===== config.mk =====
export PLATFORM = sky130hd
export DESIGN_NAME = apl_ram
export DESIGN_NICKNAME = d
export VERILOG_FILES = /design/src/rtl/apl_ram.sv
export SDC_FILE = /design/constraint.sdc
export NUM_CORES = 1
export LEC_CHECK = 0
export ABC_AREA = 1
export BUFFER_PORTS_ARGS = -buffer_cell sky130_fd_sc_hd__buf_2
export CORE_MARGIN = 4
export CORE_UTILIZATION = 55
export DETAILED_ROUTE_END_ITERATION = 16
export PLACE_DENSITY = 0.75
export SETUP_SLACK_MARGIN = 0.3
export SYNTH_ARGS = -nofsm -noshare
export SYNTH_HDL_FRONTEND = slang
export SYNTH_SLANG_ARGS = --single-unit

===== constraint.sdc =====
create_clock -name clk -period 1.2 [get_ports clk]
set_clock_uncertainty 0.2 [all_clocks]
set_input_delay 0.06 -clock clk [delete_from_list [all_inputs] [get_ports clk]]
set_output_delay 0.06 -clock clk [all_outputs]
set_load 0.03 [all_outputs]

===== src/rtl/apl_ram.sv =====
// ----------------------------------------------------------------------------
// apl_ram
// Generic single-write, single-read memory with a registered read.
// ----------------------------------------------------------------------------
module apl_ram #(
  parameter int WIDTH = 8,
  parameter int DEPTH = 16
) (
  input  logic                     clk,
  input  logic                     we,
  input  logic [$clog2(DEPTH)-1:0] waddr,
  input  logic [WIDTH-1:0]         wdata,
  input  logic [$clog2(DEPTH)-1:0] raddr,
  output logic [WIDTH-1:0]         rdata
);

  logic [WIDTH-1:0] mem [DEPTH];
  logic [WIDTH-1:0] rdata_r;

  always_ff @(posedge clk) begin
    if (we) begin
      mem[waddr] <= wdata;
    end
    rdata_r <= mem[raddr];
  end

  assign rdata = rdata_r;

endmodule


; Word level (Yosys, flattened, before mapping)
; Memory sizes are Yosys's and may differ from the RTL's. A register that Yosys moved wholly into a read port is not among the register bits.
; Index checks and enable logic that the tools add are counted.
; Widths: inputs -> output; s select.
[word_totals]
register_bits = 0
latchBits = 0
mem_bits_rw = 128
rom_bits = 0
in_bits = 18
out_inout_bits = 8
elab_cells = 3
n_memories = 1
[classes]
n_addsub = 0
multipliers = 0
n_div = 0
order_cmp = 0
eq_ne = 0
shifts = 0
mux = 2
n_bitwise = 0
reduce_logical = 0
[memory_table]
columns = memory, words, word_bits, rd, rd_ports_with_merged_regs, wr, line
row1 = mem, 16, 8, 1, 1, 1, 17  ; logic [WIDTH-1:0] mem [DEPTH];
[op_table]
columns = op, n
row1 = $mux 1, 2

; Logic depth before layout (Yosys ltp)
[depth]
depth_word = 2
ltp_mapped = 8
ltp_nobuf = 7

; Worst setup path after synthesis
; No wires, ideal clock.
[synth_timing]
kind = input port to flip-flop
start = in waddr[3]
end = mem mem[4][0], enable pin
setup_ns = 0.370
arrival_time_ns = 0.641
required_ns = 0.630
path_slack_ns = -0.011
path_stages = 2
n_path_buf = 0
cell_sequence = nand3b_1 > nor2_1
[synth_rtl]
columns = item, line
row1 = from (decl), 11  ; input logic [$clog2(DEPTH)-1:0] waddr,
row2 = to (decl), 17
; Straight into the memory's write port.

; Worst setup path after layout
[layout_timing]
start = reg rdata_r[4] (netlist: rdata[4]) (read register of mem)
end = out rdata[4]
[layout_rtl]
columns = item, line
row1 = from (decl), 18  ; logic [WIDTH-1:0] rdata_r;
row2 = to (decl), 14  ; output logic [WIDTH-1:0] rdata
; No word-level cell between the ends.

==> summary.txt <==
Pwr
  • Power Density: 1550 nW/um2
  • Total Power: 11.5 mW
  • Lkg Pwr: 3.16 nW
  • Peak VDD IR: 1.19 mV

Clock network
  • Root buf cell: clkbuf_8
  • Clock tree buffer depth: 2
  • Post-CTS Setup Bufs: 0
  • TritonCTS clock tree: done
  • Worst skew pair latency: 0.53 ns
  • Hold buffers post-CTS: 9
  • CTS clk-pin slew, worst paths: 0.06 ns
  • H-tree Lvls: 4
  • CTS sink cnt: 136
  • CTS Buf Count: 17

Timing
  • Fmax: 797 MHz
  • Fraction of the cycle the final worst path needs: 1.05
  • Final hold slack: -0.187 ns
  • Setup ws final: -0.0549 ns
  • Hold Vio Cnt, Final: 88
  • Setup repair after global routing missed its margin: yes
  • Final Slew Violations: 0
  • Worst slew margin: 0.680
  • Worst Tran Pin Value: 0.479 ns
  • Post-layout min period: 1.25 ns
  • # setup viols final: 9

Worst setup path
  • Crit start category: flip-flop
  • CP Capture Type: output port
  • Critical path class: reg2out
  • CP bufs+invs: 1
  • Critical path, cell by cell: buf_6
  • Worst EP required: 0.94 ns
  • CP max stage cell: dfxtp_2
  • Largest stage delay on the critical path: 0.33 ns
  • Largest delay share family, worst path: flip-flops
  • Arrival @ worst endpoint: 0.99 ns
  • Worst Path Max Fanout: 1

Global route
  • First-pass GRT wire length: 20.7 mm
  • Total gr overflow: 0
  • Largest net degree at the start of global routing: 41
  • Antenna violations before repair: 0
  • Vias in the first global route: 3887
  • Global Route Usage Sum: 0.236

Synthesis
  • Top post-synthesis cells by area: edfxtp_1 67%, nand2_1 11%, nand3_1 8.4%
  • Share of flip-flops with an asynchronous set or reset: 0
  • Post-Syn Area: 5770 um2
  • Synth cell types: 12
  • Syn Nets: 569
  • Synth warn: 0
  • Synth Area per Inst: 10.5 um2
  • Yosys top cell area share: 0.667
  • Top FF cell, synth: edfxtp_1
  • Cell taking the most area after synthesis: edfxtp_1
  • Sequential share of the synthesized area: 0.694
  • Number of synthesized flops with an enable pin: 128
  • Cell with the most instances after synthesis: nand2_1
  • Yosys reg bits: 136
  • Post-Synthesis Cells: 551
  • Post-synth top cells: 173 x nand2_1, 128 x edfxtp_1, 100 x inv_1, 97 x nand3_1, 17 x nor2_1

Run status
  • Status: finished, violations left
  • Failing checks: hold timing, setup timing

Final layout
  • Final nets: 630
  • Share of layout cells above drive strength 1: 0.280
  • Synthesis-to-layout area growth: 28.2%
  • Ant diodes: 0
  • Fin util: 0.720
  • Post-Layout Cell Count: 761

Placement
  • GPL Wtd Cong: 0.824
  • Placed Cells: 720
  • HPWL Detailed: 8.21 mm
  • Port Buffers: 25

Flow run
  • Max cap viols: 0

Floorplan
  • Die X: 110 um
  • Die H: 110 um
  • Core footprint: 10300 um2
  • IO Count: 26
  • Starting Density: 0.561
  • Rows: 37
  • Die ar.: 12200 um2

Routing
  • Highest metal used: met4
  • Initial DRC Count: 398
  • Via count: 4111
  • Vias per inst: 5.40
  • 1st-pass router iterations: 5
  • # DRC: 0
  • Routed wl met2: 6.91 mm
  • WL per Instance: 18.0 um
  • Routed Antenna Nets: 0
  • Met3 wire len: 1.23 mm
  • Met1 wire length: 5.14 mm
  • Final wirelength: 13.7 mm

Worst hold path
  • Worst hold path type: in2reg
-- what timing repair did --
item | 4_1_cts | 5_1_grt
pin swaps | 23 | 21
hold endpoints to repair | 217 | 80
setup endpoints to repair | 16 | 16
resized for setup | 43 | 34
-- flip-flops by register name, indices dropped and copies added (netlist names) --
register / cells
rdata: 8
mem: 128
-- placed cells by master (no fill, tap or decap), drive strengths merged --
master,count
buf,57
bufinv,3
clkbuf,21
clkinv,5
clkinvlp,3
dfxtp,8
dlygate4sd3,9
edfxtp,128
inv,102
nand2,173
nand3,97
nand3b,2
nor2,17
-- per-stage QoR --
stage               hold slack [ns]  setup TNS (ns)  setup slack [ns]  area, um2
floorplan                   -0.0411               0            0.0664       5900
global placement              0.282           -7.62            -0.118       6410
CTS                          -0.198          -0.359           -0.0660       7250
detailed placement            0.279           -9.67            -0.143       6410
global route                 -0.163          -0.716            -0.102       7390
finish                       -0.187          -0.339           -0.0549       7390
-- per-layer routing --
| layer | global-route usage | vias up |
|---|---|---|
| li1 | - | 1897 |
| met1 | 0.305 | 1943 |
| met2 | 0.378 | 232 |
| met3 | 0.0606 | 39 |
| met4 | 0.110 | 0 |
| met5 | 0 | - |
-- cell families after synthesis --
family | synth area share
buffers and inverters | 0.0952
DFF | 0.694
and+or+nand+nor | 0.210
-- layout make-up --
class / count / area, um2
Sequential cell: 136 / 4010
Timing Repair Buffer: 66 / 643
Multi-Input combinational cell: 289 / 1580
Clock inverter: 11 / 149
Clock buffer: 21 / 449
Fill cell: 656 / 2880
Inverter: 102 / 388
Tap cell: 136 / 170
-- power breakdown --
group	switching [mW]	leakage, nW	internal (mW)
clock network	1.88	0.284	3.27
logic	0.608	1.66	0.329
registers	0.0393	1.22	5.32
total	2.53	3.16	8.92
-- worst paths after layout --
check | from | endpoint | slack, ns | cells past startpoint
max | rdata[4] | rdata[4] | -0.05 | 1
min | raddr[2] | rdata[2] | -0.19 | 5
max reg2reg | mem[8][7] | rdata[7] | -0.03 | 6
min reg2reg | mem[3][1] | rdata[1] | 0.48 | 6
(Power assumes the default switching activity.)
