## src/rtl/apl_div.sv

```systemverilog
// ----------------------------------------------------------------------------
// apl_div
// Restoring unsigned divider, one quotient bit per cycle.
// ----------------------------------------------------------------------------
module apl_div #(
  parameter int NUM_W = 62,
  parameter int DEN_W = 31
) (
  input  logic             clk,
  input  logic             rst_n,
  input  logic             start,
  input  logic [NUM_W-1:0] num,
  input  logic [DEN_W-1:0] den,
  output logic             done,
  output logic [NUM_W-1:0] quo
);

  localparam int CW = $clog2(NUM_W + 1);

  logic [CW-1:0]    cnt_r;
  logic             busy_r;
  logic             done_r;
  logic [DEN_W-1:0] rem_r;
  logic [DEN_W-1:0] den_r;
  logic [NUM_W-1:0] quo_r;
  logic [DEN_W:0]   trial;
  logic             fit;

  assign trial = {rem_r, quo_r[NUM_W-1]};
  assign fit   = trial >= {1'b0, den_r};

  always_ff @(posedge clk) begin
    if (!rst_n) begin
      busy_r <= 1'b0;
      done_r <= 1'b0;
      cnt_r  <= '0;
    end else begin
      done_r <= 1'b0;
      if (start) begin
        busy_r <= 1'b1;
        cnt_r  <= CW'(NUM_W);
        rem_r  <= '0;
        den_r  <= den;
        quo_r  <= num;
      end else if (busy_r) begin
        rem_r <= fit ? DEN_W'(trial - {1'b0, den_r}) : trial[DEN_W-1:0];
        quo_r <= {quo_r[NUM_W-2:0], fit};
        cnt_r <= cnt_r - 1'b1;
        if (cnt_r == CW'(1)) begin
          busy_r <= 1'b0;
          done_r <= 1'b1;
        end
      end
    end
  end

  assign done = done_r;
  assign quo  = quo_r;

endmodule

```

## config.mk

```make
export PLATFORM = sky130hd
export DESIGN_NAME = apl_div
export DESIGN_NICKNAME = d
export VERILOG_FILES = /design/src/rtl/apl_div.sv
export SDC_FILE = /design/constraint.sdc
export NUM_CORES = 1
export LEC_CHECK = 0
export BUFFER_PORTS_ARGS = -buffer_cell sky130_fd_sc_hd__buf_2
export CORE_ASPECT_RATIO = 1.2
export CORE_MARGIN = 4
export CORE_UTILIZATION = 38
export DETAILED_ROUTE_END_ITERATION = 8
export SLEW_MARGIN = 20
export SYNTH_ARGS = -nofsm -noshare
export SYNTH_HDL_FRONTEND = slang
export SYNTH_SLANG_ARGS = --single-unit
```

## constraint.sdc

```tcl
create_clock -name clk -period 3.52 [get_ports clk]
set_input_delay 0.352 -clock clk [delete_from_list [all_inputs] [get_ports clk]]
set_output_delay 0.352 -clock clk [all_outputs]
set_load 0.005 [all_outputs]
```

### After elaboration in Yosys (flattened, before gate mapping)

Cells that the tools add are included.

* output and inout bits: 63
* memory bits (read-only): 0
* memories: 0
* register bits: 132
* logic and storage cells: 28
* latch bits: 0
* bits in writable memories: 0

* reduce and logical (&&, ||, !) cells: 5
* muxes and demuxes: 10
* $mul: 0
* divide/modulo/power cells: 0
* shift-type cells: 0
* bitwise logic cells: 2
* $add $sub $neg: 2
* $lt $le $gt $ge: 1
* equal/unequal tests: 1

Operators with widths (count)
* $mux W62: 2
* $mux W31: 2
* $ge A32 B31 Y1: 1
* $sub A31 B31 Y31: 1
* $mux W6: 2
* $eq A6 B1 Y1 const B: 1
* $sub A6 B1 Y6 const B: 1
* $mux W1: 4
* $reduce_and A2 Y1: 2
* $reduce_or A3 Y1: 1
* $not A1 Y1: 2
* $reduce_bool A2 Y1: 1
* $reduce_or A2 Y1: 1

### Depth between registers and ports, before layout

Gate-level depths: netlist of run 1.

* word-level depth: 4
* depth in mapped cells: 13
* mapped depth without buffers: 11

### Least setup slack after synthesis of run 1

No wires, ideal clock.

* kind: input -> register
* from: input start
* to: register quo_r[0], in the netlist quo[0] (enable)
* data arrival time: 2.952 ns
* cell stages on the path: 3
* slack: 0.109 ns
* cells stage by stage: clkbuf_1 > clkbuf_1 > o21a_1

* word-level cells in the longest chain between the ends: 2

Ends and longest elaborated chain
* from (decl): RTL line 11 `input logic start,`
* $reduce_bool A2 Y1 (no line)
* $reduce_and A2 Y1 (no line)
* to (signal assigned): RTL line 44 `quo_r <= num;`
* to (signal assigned): RTL line 47 `quo_r <= {quo_r[NUM_W-2:0], fit};`
* to (decl): RTL line 25 `logic [NUM_W-1:0] quo_r;`

No other way between the ends.
A chain may end at the register's enable or synchronous reset.

### Worst setup path in the final report of run 1

* from: register quo_r[61], in the netlist quo[61]
* to: register rem_r[10], data pin

* word-level cells in the longest chain between the ends: 3
* elaborated cells between the ends (all ways): 4
* those cells by class: add/sub (1); order compare (1); mux (2)

Ends and longest elaborated chain
* $sub A31 B31 Y31 or $ge A32 B31 Y1 (tied branches): RTL line 46, 30
* $mux W31 *: RTL line 46 `rem_r <= fit ? DEN_W'(trial - {1'b0, den_r}) : trial[DEN_W-1:0];`
* $mux W31 *: RTL line 45 `end else if (busy_r) begin`
* to (signal assigned): RTL line 46
* to (decl): RTL line 23 `logic [DEN_W-1:0] rem_r;`

Mark *: on every way between the ends. The rest lies on a longest branch, timed or not. The select of a mux whose other input is x is not followed.

==> results of run 1 <==
==> through the flow <==
stage / utilization (%) / instance area, µm² / setup WS, ns / power (mW)
floorplan: - / 7140 / 0.109 / 2.77
global placement: 44.8 / 8210 / 0.451 / 3.03
detailed placement: 44.8 / 8210 / 0.327 / 3.06
CTS: 48.0 / 8790 / 0.310 / 4.85
global route: 48.0 / 8790 / 0.0431 / 5.05
finish: 48.0 / 8790 / 0.335 / 4.80
==> sequential cells by signal, summed over array words and instances, names as in the netlist <==
signal / cells
done: 1
den_r: 31
rem_r: 31
quo: 62
cnt_r: 6
busy_r: 1
==> cell usage in the layout (no fill, tap or decap), drive strengths merged, types with 3 or more instances in the layout <==
| cell type | n |
|---|---|
| nor3 | 8 |
| o31ai | 3 |
| o211ai | 3 |
| a21o | 10 |
| and3 | 4 |
| and2 | 4 |
| nand3 | 9 |
| a21boi | 9 |
| dfxtp | 8 |
| o21ai | 11 |
| mux2i | 20 |
| a21oi | 29 |
| nand2b | 5 |
| xnor2 | 17 |
| o311ai | 5 |
| nand2 | 32 |
| a31oi | 5 |
| o22ai | 4 |
| o21a | 5 |
| inv | 51 |
| buf | 164 |
| o21bai | 4 |
| edfxtp | 124 |
| nand4 | 7 |
| clkbuf | 17 |
| xor2 | 13 |
| ha | 33 |
| nor2 | 52 |
| a211oi | 4 |
| mux2 | 62 |
==> routing by layer <==
metal  vias up  GRT usage, %
li1       2506             -
met1      2469          18.4
met2       206          28.8
met3        31          7.18
met4         2          6.86
met5         -             0
==> cells by family (layout without fill, tap and decap cells) <==
group           Yosys count  count (layout)  synth area share (%)
compound gates          106             106                  10.5
xor+xnor                 30              30                  3.78
fa+ha+maj                34              34                  6.06
buf+inv                  63             237                  3.70
flops                   132             132                  54.4
mux                      82              82                  12.6
simple gates            135             135                  8.94
==> cell type report <==
cell class,count,area share [%]
Tap cell,252,3.59
Clock inverter,15,1.79
Multi-Input combinational cell,387,34.2
Inverter,41,1.75
Clock buffer,17,4.84
Sequential cell,132,44.2
Timing Repair Buffer,164,9.67
==> where the power goes <==
part,leakage [nW],total [mW],switching (mW),internal [mW]
Combinational,2.12,1.08,0.590,0.486
Sequential,1.25,1.95,0.0660,1.89
Clock,0.283,1.77,0.763,1.00
Total,3.66,4.80,1.42,3.38
==> how the worst max path moves through the flow <==
stage / start / end / slack (ns)
floorplan: start / quo[0]$_DFFE_PP_ / 0.11
global placement: quo[61]$_DFFE_PP_ / rem_r[22]$_SDFFCE_PP0P_ / 0.45
detailed placement: quo[61]$_DFFE_PP_ / rem_r[11]$_SDFFCE_PP0P_ / 0.33
CTS: quo[61]$_DFFE_PP_ / rem_r[11]$_SDFFCE_PP0P_ / 0.31
global route: quo[61]$_DFFE_PP_ / rem_r[11]$_SDFFCE_PP0P_ / 0.04
finish: quo[61]$_DFFE_PP_ / rem_r[10]$_SDFFCE_PP0P_ / 0.33
==> summary.txt, run 1 <==
Status
  – Status: completed

Finish
  – Layout cells sized above 1: between 30% and 40%
  – Number of fillers in the final layout: between 1500 and 2000
  – Final nets: around 870
  – Finished Layout Cells: 1008
  – Area of the multi-input gates: between 3000 and 4000 µm²
  – Antenna diodes: 0
  – Register area: 3880 µm²
  – Area grow syn2layout: 23.2%

Logic synthesis
  – Post-synth top area cell: edfxtp_1
  – Mapped Nets: 712
  – Most common cell in the netlist: edfxtp_1
  – Synth cell types: 64
  – Most frequent cells after synthesis: 124 x edfxtp_1, 61 x mux2_2, 52 x nor2_1, 41 x inv_1, 33 x ha_1
  – Top area cells in the synthesized netlist: edfxtp_1 52%, mux2_2 9.6%, ha_1 5.8%, mux2i_1 2.8%, nor2_1 2.7%
  – Post-synth top flop: edfxtp_1
  – Async SR Flop Fraction: 0%
  – Cell Area, Synth: 7140 µm²
  – Post-Syn Area per Cell: ~12 µm²
  – Post-Syn Instances: between 500 and 600
  – Post-synth EDFFs: ~120
  – Area share of the largest cell type after synthesis: roughly 52%
  – Number of synthesized register bits: 132
  – Ys Warns: 0
  – Register area share after synthesis: approximately 54%

GRT
  – Largest net degree at the start of global routing: between 60 and 70
  – Initial antenna violation count: 2
  – Total congestion overflow: 0
  – Number of global-route vias before repair: 5601
  – Total GRT Usage: approximately 17%
  – Global-route wire length before repair: ~28000 µm

Die
  – Io pins: about 160
  – Initial Util: just under 40%
  – Cell row count: 54
  – CORE AREA: ~18000 µm²
  – Die area: between 20000 and 25000 µm²
  – Width of the die: roughly 130 µm
  – Die height: ~160 µm

Drt
  – Met1 wire length: approximately 7000 µm
  – DR iter-0 viols: between 300 and 400
  – Via Count: 5214
  – Top Metal Used: met5
  – DRC: 0
  – Drt via density: between 5 and 6
  – 1st-pass router iterations: 5
  – Total Wirelength: approximately 17000 µm
  – Met3 wire length: 1570 µm
  – Met2 routed WL: approximately 8400 µm
  – Final ANT Viol Nets: 0
  – WL/cell: around 17 µm

Placed design
  – Hpwl dp: 12500 µm
  – Port Buffers: ~160
  – RePlAce Congestion: 0.879
  – # placed instances: roughly 1000

Min path
  – Hold Path Class: input pin to register
  – Hold path endpoint: den_r[11]$_DFFE_PP_
  – Hold path cells: 1
  – HP Start: den[11]

Setup path
  – CP cell instances: inv_1, ha_1, fa_1, nand2b_1, a21oi_1, o41a_2, a21o_1, nor2_1, a21oi_4, buf_4, mux2i_1, nor2_1
  – Worst path bufs/invs: 2
  – CP most frequent cell: nor2_1
  – Crit path required time: 3.68 ns
  – CP top delay family: compound AO/OA/AOI/OAI gates
  – Crit Path Class: register to register
  – Max FO, Critical Path: 15
  – Slowest Stage Delay on Critical Path: 0.41 ns
  – CP max stage cell: fa_1
  – R2R cell count: 12
  – RR Startpoint: quo[61]$_DFFE_PP_
  – WP depth: 12
  – Arr. time, crit path: approximately 3.3 ns
  – Crit path capture type: register
  – Startpoint types: register
  – R2r setup slk: around 0.33 ns
  – Reg2reg end: rem_r[10]$_SDFFCE_PP0P_

Clock network
  – CTS clk-pin slew, worst paths: 0.06 ns
  – Number of CTS-inserted buffers: 17
  – Worst skew pair latency: about 0.42 ns
  – Clk root buf: clkbuf_16
  – CTS hold repair buffers: 0
  – H-tree depth: 4
  – CTS tree: yes
  – Post-CTS Resized: 0
  – Clock Sinks: approximately 130
  – Max Buffers Root-to-Sink: 2
  – Post-CTS Repair Setup Buffers: 0

STA
  – Final Setup Violations: 0
  – Fin Clk Skew: approximately 0.0093 ns
  – Final Max Tran Viols: 0
  – Slew at the pin closest to its max-slew limit: 0.755 ns
  – RSZ-0062 raised after global routing: false
  – Period utilization: approximately nine tenths
  – Worst hold slack: a little over 0.1 ns
  – Slew headroom: slightly below 50%
  – Fin. Hold Viols: 0
  – Minimum clock period: roughly 3.2 ns
  – Setup tns final: 0 ns
  – Peak Freq: roughly 0.31 GHz

Pwr
  – Peak VDD IR: 360 µV
  – Pleak: approximately 3.7 nW
  – Pwr dens: about 550 nW/µm²

Job
  – Max Cap Viol: 0
No activity file was read; power rests on OpenSTA's default activity.
==> run 2, diff against run 1 <==
Settings changed: GPL_TIMING_DRIVEN from default to 0, RECOVER_POWER from default to 25, TNS_END_PERCENT from default to 100.
==> run 2 against run 1 <==
Non-clock buffer count grew 17. Critical path depth shrank 1. Sequential share of layout area shrank 0.22 points. Combinational power is essentially flat. Largest power group unchanged.
==> summary.txt, run 2 (synthesized netlist as in run 1, its figures left out) <==
Status
  – Status: completed

Setup path
  – Arr. time, crit path: 3.45 ns (+0.11 ns)
  – CP cell instances: inv_1, ha_1, fa_1, nand2b_1, a21oi_1, o41a_2, a31oi_4, o41ai_1, a21boi_0, xor2_1, o22ai_1
  – Crit Path Class: register to register
  – CP max stage cell: o41ai_1
  – Slowest Stage Delay on Critical Path: 0.57 ns (+0.16 ns)
  – Max FO, Critical Path: 5 (-10)
  – Crit path required time: 3.67 ns (about the same)
  – Startpoint types: register
  – CP top delay family: compound AO/OA/AOI/OAI gates
  – Worst path bufs/invs: 1 (-1)
  – Crit path capture type: register

GRT
  – Number of global-route vias before repair: 5755 (+2.7%)
  – Global-route wire length before repair: 28700 µm (+2.3%)
  – Total GRT Usage: 17.2% (+0.42 points)
  – Initial antenna violation count: 0 (-2)
  – Largest net degree at the start of global routing: 41 (-34%)
  – Total congestion overflow: 0 (unchanged)

STA
  – RSZ-0062 raised after global routing: true
  – Slew headroom: 52.4% (+2.8 points)
  – Fin. Hold Viols: 0 (unchanged)
  – Fin Clk Skew: 0.0192 ns (+0.00985 ns)
  – Minimum clock period: 3.29 ns (+0.106 ns)
  – Final Max Tran Viols: 0 (unchanged)
  – Final Setup Violations: 0 (unchanged)
  – Peak Freq: 0.304 GHz (-3.2%)
  – Slew at the pin closest to its max-slew limit: 0.712 ns (-0.0429 ns)
  – Period utilization: 93.5% (+3.0 points)

Drt
  – Final ANT Viol Nets: 0 (unchanged)
  – 1st-pass router iterations: 4 (-1)
  – DR iter-0 viols: 217 (-28%)
  – DRC: 0 (unchanged)
  – Drt via density: 5.11 (-1.3%)
  – Total Wirelength: 17400 µm (+1.3%)
  – Via Count: 5233 (+0.36%)
  – WL/cell: 16.9 µm (-0.42%)

Clock network
  – H-tree depth: 4 (unchanged)
  – Number of CTS-inserted buffers: 17 (unchanged)
  – Worst skew pair latency: 0.43 ns (about the same)
  – CTS clk-pin slew, worst paths: 0.06 ns (about the same)
  – Clk root buf: clkbuf_16
  – Clock Sinks: 132 (unchanged)
  – CTS tree: yes
  – Max Buffers Root-to-Sink: 2 (unchanged)

Die
  – CORE AREA: 18300 µm² (unchanged)
  – Die area: 21100 µm² (unchanged)
  – Die height: 158 µm (unchanged)
  – Io pins: 159 (unchanged)
  – Initial Util: 39.0% (unchanged)
  – Cell row count: 54 (unchanged)
  – Width of the die: 133 µm (unchanged)

Finish
  – Register area: 3880 µm² (unchanged)
  – Post-route cell area: 8840 µm² (+0.50%)
  – Most common cell after layout, fill and taps aside: buf_2
  – Layout cells sized above 1: 33.8% (-1.7 points)
  – Final nets: 890 (+1.9%)
  – Area of the multi-input gates: 3000 µm² (-0.25%)
  – Utilization after layout: 48.3% (+0.24 points)
  – Area grow syn2layout: 23.8%
  – Number of fillers in the final layout: 1680 (+1.6%)
  – Antenna diodes: 0 (unchanged)
  – Largest register FFs: 62 (unchanged)
  – Most frequent cells in the layout: 149 x buf_2, 124 x edfxtp_1, 61 x mux2_2

Placed design
  – Hpwl dp: 13000 µm (+3.6%)
  – Port Buffers: 157 (-0.63%)
  – Post-Place Cell Area: 8290 µm² (+0.94%)
  – RePlAce Congestion: 0.884 (+0.55%)

Job
  – Max Cap Viol: 0 (unchanged)

Pwr
  – Pleak: 3.65 nW (-0.35%)
  – Peak VDD IR: 385 µV (+6.7%)
  – Pwr dens: 537 nW/µm² (-1.6%)

Min path
  – Hold Path Class: input pin to register
[run 2: layout make-up]
class,instances,area share [%]
sequential,132,43.9
multi-input combinational,387,33.9
timing repair buffer,159,9.20
clock buffer,17,4.81
tap,252,3.57
inverter,41,1.74
clock inverter,15,1.49
buffer,22,1.30
[run 2: metrics by stage]
step / setup slack [ns] / hold WS (ns) / std cells / TNS, ns / total power, mW
2_1_floorplan: 0.109 / 0.451 / 582 / 0 / 2.77
3_3_place_gp: -1.08 / 0.530 / 991 / -101.07 / 3.06
3_5_place_dp: 0.166 / 0.530 / 993 / 0 / 3.08
4_1_cts: 0.127 / 0.0808 / 1025 / 0 / 4.80
5_1_grt: -0.0101 / 0.0822 / 1025 / -0.0202 / 5.02
6_report: 0.229 / 0.104 / 1025 / 0 / 4.74
[run 2: power by group]
| group | internal (mW) | switching (mW) | total [mW] |
|---|---|---|---|
| combinational | 0.496 | 0.601 | 1.10 |
| sequential | 1.89 | 0.0664 | 1.95 |
| clock | 0.929 | 0.762 | 1.69 |
| total | 3.31 | 1.43 | 4.74 |
[run 2: what timing repair did]
action	4_1_cts	5_1_grt
buffers inserted	0	0
hold buffers	0	0
resized for setup	0	2
endpoints found under the setup margin	0	18
[run 2: routing by layer]
layer  wire (µm)  up-vias  GRT usage, %
met4         399        0          7.06
met5           0        -             0
li1            -     2523             -
met1        6990     2493          19.4
met2        8530      185          29.5
met3        1440       32          6.64
[run 2: final timing paths]
check                              from                       to  slack, ns  depth (start not counted)
setup / recovery      quo[61]$_DFFE_PP_  rem_r[26]$_SDFFCE_PP0P_       0.23                         11
setup reg to reg      quo[61]$_DFFE_PP_  rem_r[26]$_SDFFCE_PP0P_       0.23                         11
hold reg to reg   cnt_r[1]$_SDFFE_PN0N_    cnt_r[1]$_SDFFE_PN0N_       0.57                          2
hold / removal                  den[22]      den_r[22]$_DFFE_PP_       0.10                          1
